[src/rtl/core/stock_span_monotonic_stack_top_macros.svh]
// Assertion macros shared by the stock span block.
`ifndef STOCK_SPAN_MONOTONIC_STACK_TOP_MACROS_SVH
`define STOCK_SPAN_MONOTONIC_STACK_TOP_MACROS_SVH

`ifndef ASSERT_OFF

// Same-cycle implication, disabled while in reset
`define SSMS_ASSERT_IMP(lbl, clk, rst_n, ante, cons) \
	lbl: assert property (@(posedge clk) disable iff (!rst_n) (ante) |-> (cons)) \
		else $error("stock span assertion failed");

// Next-cycle implication, disabled while in reset
`define SSMS_ASSERT_NXT(lbl, clk, rst_n, ante, cons) \
	lbl: assert property (@(posedge clk) disable iff (!rst_n) (ante) |=> (cons)) \
		else $error("stock span assertion failed");

`else

`define SSMS_ASSERT_IMP(lbl, clk, rst_n, ante, cons)
`define SSMS_ASSERT_NXT(lbl, clk, rst_n, ante, cons)

`endif

`endif

[src/rtl/core/ssms_pkg.sv]
package ssms_pkg;

	typedef struct packed {
		logic valid;
		logic first;
	} ssms_item_ctrl_t;

endpackage

[src/rtl/core/ssms_front.sv]
module ssms_front import ssms_pkg::*; #(
	parameter int HEIGHT_BITS = 16
) (
	input  logic                   clk,
	input  logic                   arst_n,
	input  logic                   in_valid,
	output logic                   in_ready,
	input  logic                   in_first,
	input  logic [HEIGHT_BITS-1:0] in_height,
	output ssms_item_ctrl_t        q_ctrl,
	output logic [HEIGHT_BITS-1:0] q_height,
	input  logic                   q_ready
);

	localparam logic [1:0] FILL_FULL = 2'd2;

	logic                   ent_first_q  [2];
	logic [HEIGHT_BITS-1:0] ent_height_q [2];
	logic                   wr_ptr_q;
	logic                   rd_ptr_q;
	logic [1:0]             fill_q;
	logic                   wr;
	logic                   rd;

	assign in_ready = (fill_q != FILL_FULL);
	assign wr       = in_valid && in_ready;
	assign rd       = q_ctrl.valid && q_ready;

	always_comb begin
		q_ctrl.valid = (fill_q != 2'd0);
		q_ctrl.first = ent_first_q[rd_ptr_q];
		q_height     = ent_height_q[rd_ptr_q];
	end

	always_ff @(posedge clk) begin
		if (wr) begin
			ent_first_q[wr_ptr_q]  <= in_first;
			ent_height_q[wr_ptr_q] <= in_height;
		end
	end

	always_ff @(posedge clk or negedge arst_n) begin
		if (!arst_n) begin
			wr_ptr_q <= 1'b0;
			rd_ptr_q <= 1'b0;
			fill_q   <= 2'd0;
		end else begin
			if (wr) begin
				wr_ptr_q <= ~wr_ptr_q;
			end
			if (rd) begin
				rd_ptr_q <= ~rd_ptr_q;
			end
			fill_q <= fill_q + 2'(wr) - 2'(rd);
		end
	end

endmodule

[config.mk]
export PLATFORM = sky130hd
export DESIGN_NAME = ssms_front
export DESIGN_NICKNAME = d
export VERILOG_FILES = /design/src/rtl/core/stock_span_monotonic_stack_top_macros.svh /design/src/rtl/core/ssms_pkg.sv /design/src/rtl/core/ssms_front.sv
export SDC_FILE = /design/constraint.sdc
export NUM_CORES = 1
export LEC_CHECK = 0
export ABC_AREA = 0
export BUFFER_PORTS_ARGS = -buffer_cell sky130_fd_sc_hd__buf_2
export CORE_MARGIN = 4
export CORE_UTILIZATION = 50
export DETAILED_ROUTE_END_ITERATION = 10
export MAX_ROUTING_LAYER = met4
export PLACE_DENSITY_LB_ADDON = 0.15
export SLEW_MARGIN = 30
export SYNTH_ARGS = -nofsm -noshare
export SYNTH_HDL_FRONTEND = slang
export SYNTH_SLANG_ARGS = --single-unit
[constraint.sdc]
create_clock -name clk -period 2.1 [get_ports clk]
set_input_delay 0.21 -clock clk [delete_from_list [all_inputs] [get_ports clk]]
set_output_delay 0.21 -clock clk [all_outputs]
set_load 0.02 [all_outputs]
# Word-level counts from Yosys, hierarchy flattened
# Memory sizes are Yosys's and may differ from the RTL's.
# Index checks and enable logic that the tools add are counted.
# classes
bitwise	2
n_addsub	2
n_mux	2
reduce_logical	3
eq_ne	1
# op_table
cell	n
$add A2 B1 Y2	1
$logic_and A1 B1 Y1	2
$mux W1	2
$ne A2 B2 Y1 const B	1
$not A1 Y1	2
$reduce_bool A2 Y1	1
$sub A2 B1 Y2	1
# totals
inputBits	21
n_memories	2
ram_bits	34
output_inout_bits	19
reg_bits	4
elab_cells	15
# memory_table
name	words	width	rd	rd_ports_with_merged_regs	write_ports	line	rtl
ent_height_q	2	16	1	0	1	ssms_front.sv:18	logic [HEIGHT_BITS-1:0] ent_height_q [2];
ent_first_q	2	1	1	0	1	ssms_front.sv:17	logic ent_first_q [2];

# Longest topological paths before layout
# depth
depth_word	4
mapped_depth	7

# Worst setup path before layout
# No wires, ideal clock.
# synth_path
path_type	register to register
start	register fill_q[1]
end	memory ent_first_q[0] (enable)
n_path_buf	0
t_required_ns	1.710
stages_incl_launch_ff	4
t_arrival_ns	1.493
slack_ns	0.216
period_less_slack_ns	1.884
cell_sequence	dfrtp_1 > nand2b_1 > nand2_1 > nor2_1
# synth_between
elab_chain_cells	4
# synth_lines
element	line	rtl
start: declaration	ssms_front.sv:21	logic [1:0] fill_q;
start signal: assignment	ssms_front.sv:54	fill_q <= fill_q + 2'(wr) - 2'(rd);
$ne A2 B2 Y1	ssms_front.sv:25	assign in_ready = (fill_q != FILL_FULL);
via in_ready	ssms_front.sv:7	output logic in_ready,
$logic_and A1 B1 Y1	ssms_front.sv:26	assign wr = in_valid && in_ready;
$mux W1	ssms_front.sv:36	if (wr) begin
$mux W1 (not written as such)	ssms_front.sv:37	ent_first_q[wr_ptr_q] <= in_first;
end: declaration	ssms_front.sv:17	
# The timed path passes the listed nets, and every way through them passes these cells.

# Worst setup path in the final report
# layout_path
start	register fill_q[1]
end	register fill_q[1]
# layout_between
word_cells_on_any_way	6
cone_classes	2 x add/sub; 1 x eq/ne; 3 x reduce/logical
# layout_lines
element	line	rtl
$reduce_bool A2 Y1	ssms_front.sv:30	q_ctrl.valid = (fill_q != 2'd0);
$logic_and A1 B1 Y1	ssms_front.sv:27	assign rd = q_ctrl.valid && q_ready;
via rd	ssms_front.sv:23	logic rd;
$sub A2 B1 Y2	ssms_front.sv:54	
# The timed path passes the listed nets, and every way through them passes these cells.
# A chain may end at the register's enable or synchronous reset.

==> impl_metrics.csv <==
group,metric,value,unit
worst_setup_path,arrival,1.95,ns
clocking,cts_root_buffer,"clkbuf_4",
global_route,grt_usage,13.7,%
clocking,clkSinkCount,38,
floorplan,dieArea,3790,sq um
hold_path,hold_depth,1,
sta,rsz0062_at_grt,"no",
placement,place.gp.congestion,0.662,
logic_synthesis,synth_area,1430,sq um
floorplan,start_util,52.0,%
worst_setup_path,ff2ff_path_depth,7,
final_layout,nNetsFinal,143,
worst_setup_path,rr_startpoint,"fill_q[1]",
worst_setup_path,worstPathRequired,2.35,ns
global_route,grt_max_degree,12,
worst_setup_path,cp-start-kind,"flip-flop",
run,max-cap-violations,0,
drt,detail_route.vias_per_cell,4.94,
drt,drc,0,
worst_setup_path,endpoint,"fill_q[1]",
placement,dp_hpwl,1610,um
logic_synthesis,syn_nets,93,
sta,tightest_slew,0.411,ns
drt,num_vias,751,
sta,fmax,585,MHz
floorplan,dieWidth,61.6,um
logic_synthesis,yosysSeqAreaShare,78.2,%
power,power_frac_comb,39.5,%
final_layout,drive_gt1_share,56.2,%
clocking,clk_pin_slew,0.11,ns
sta,setup_tns,0,ns
worst_setup_path,critPathMaxFanout,3,
drt,routed_wl,2210,um
worst_setup_path,r2r_slack,0.39,ns
global_route,overflow,0,
clocking,cts_buffer_depth,2,
power,leakagePower,0.691,nW
worst_setup_path,cp-startpoint,"fill_q[1]",
sta,period_share,81.4,%
clocking,cts_tree,"built",
worst_setup_path,cp_slowest_cell,"dfrtp_1",
floorplan,core_area,2760,sq um
outcome,status,"complete, no violations",
worst_setup_path,path_cells,"or2_1 > and2_4 > ha_1 > inv_1 > ha_1 > xnor2_1 > xnor2_1",
drt,first_iter_violations,21,
floorplan,rows,19,
worst_setup_path,reg2reg_to,"fill_q[1]",
global_route,grt_pass1_vias,762,
worst_setup_path,crit_type,"reg -> reg",
worst_setup_path,end_kind,"flip-flop",
worst_setup_path,worst_path_largest_cell_delay,0.42,ns
sta,hold_viol_final,0,
hold_path,min_path_type,"in -> reg",
logic_synthesis,synthDistinctLibCells,14,
power,ir_drop,903,uV
sta,setup_violations,0,
final_layout,num_antenna_cells,0,
floorplan,die_h,61.6,um
power,p_sw_share,33.8,%
global_route,grt_first_pass_wirelength,3410,um
sta,relSlewSlack,72.6,%
sta,final_max_slew_viol_count,0,
drt,drtAntennaViolNets,0,
clocking,worstSkewPairLatency,0.32,ns
logic_synthesis,syn_inst,70,
placement,dp_slack,0.425,ns
power,p_sw,0.000802,W
floorplan,io_pins,40,
sta,setup_ws,0.391,ns
sta,timing.final.crit_period,1.71,ns
clocking,htreeDepth,2,
power,intPower,0.00157,W
power,p_clk_share,14.3,%
sta,clock_skew,0.00767,ns
drt,wl_per_cell,14.5,um
drt,first_pass_iters,4,
placement,io_buffers,39,
power,power-per-cell-area,1360,nW/um^2
logic_synthesis,ys_seq_elements,38,
final_layout,area_growth,21.6,%
global_route,antenna_found_initial,0,
logic_synthesis,avgSynthCellArea,20.5,sq um
clocking,cts_buffers,5,
logic_synthesis,yosysWarningCount,0,
power,pwr-share-seq,46.2,%
[metrics by stage]
stage          std cells  instance area [sq um]  util, %  hold slack, ns  power [W]
3_3_place_gp         143                   1680     61.0          0.0178    0.00205
6_report             152                   1740     63.2          0.0699    0.00238
4_1_cts              152                   1740     63.2          0.0502    0.00242
2_1_floorplan         70                   1430        -         -0.0856    0.00179
3_5_place_dp         143                   1680     61.0          0.0238    0.00207
5_1_grt              152                   1740     63.2          0.0394    0.00254
[flip-flops by register name (all words and copies together) (netlist names)]
signal	cells
ent_first_q	2
rd_ptr_q	1
wr_ptr_q	1
ent_height_q	32
fill_q	2
[cell families (layout without fill, tap and decap cells)]
group         count (synthesis)  after routing  share of synthesized area (%)
buf+inv                       3             54                           1.83
mux                          17             17                           13.4
fa+ha+maj                     2              2                           1.74
xor+xnor                      4              4                           2.44
simple gates                  6              6                           2.44
flops                        38             38                           78.2
[cell usage in the layout (no fill, tap or decap), drive strengths merged]
cell type,netlist,layout
and2,1,1
clkbuf,0,6
clkinv,0,2
xnor2,3,3
dfrtp,4,4
dlygate4sd3,0,1
nor2,1,1
inv,1,1
nand2b,1,1
xor2,1,1
mux2,17,17
buf,2,44
and3,1,1
or2,1,1
nand2,1,1
edfxtp,34,34
ha,2,2
[layer usage]
metal / part of all wire [%] / wire (um) / GRT usage [%] / up-vias
li1: - / - / - / 367
met1: 44 / 967 / 15.8 / 359
met4: 1.1 / 25 / 7.27 / 0
met3: 5.7 / 127 / 4.40 / 2
met2: 49 / 1090 / 21.2 / 23
met5: 0 / 0 / - / -
[critical path, delay by kind of cell, from the launching register on]
kind	cells	cell delay, ns
adders and majority gates	2	0.44
DFF	1	0.42
buffers and inverters	1	0.04
and+or+nand+nor	2	0.43
xor gates and xnor gates	2	0.30
[final cells by class]
cell class	count	area, sq um
sequential	38	1120
fill	232	1010
multi-input combinational	29	287
timing repair buffer	45	243
clock buffer	6	41.3
tap	31	38.8
clock inverter	2	8.76
inverter	1	3.75
[cell usage after synthesis]
cell	instances	area share [%]
nor2_1	1	0.26
or2_1	1	0.44
nand2b_1	1	0.44
dfrtp_1	4	7.0
and2_4	1	0.61
inv_1	1	0.26
mux2_2	17	13
ha_1	2	1.7
edfxtp_1	34	71
buf_6	2	1.6
xnor2_1	3	1.8
nand2_1	1	0.26
xor2_1	1	0.61
and3_1	1	0.44
[worst min-delay path by stage]
stage,slack [ns],start,to
finish,0.07,in_height[8],ent_height_q[0][8]
global route,0.04,in_height[11],ent_height_q[0][11]
CTS,0.05,in_height[8],ent_height_q[0][8]
detailed placement,0.02,arst_n,fill_q[1]
global placement,0.02,arst_n,fill_q[0]
floorplan,-0.09,arst_n,fill_q[0]
[power groups by stage]
stage	registers (W)	logic [W]	clock network (W)
2_1_floorplan	0.00110	0.000686	0
3_3_place_gp	0.00111	0.000940	0
3_5_place_dp	0.00112	0.000953	0
4_1_cts	0.00110	0.000957	0.000359
5_1_grt	0.00112	0.00102	0.000395
6_report	0.00110	0.000939	0.000340
[what timing repair did]
| action | 4_1_cts | 5_1_grt |
|---|---|---|
| hold buffers | 1 | 0 |
| setup endpoints to repair | 0 | 0 |
| gates resized for setup | 0 | 0 |
| hold endpoints to repair | 4 | 0 |
| buffers inserted | 0 | 0 |
No activity file was read; power rests on OpenSTA's default activity.
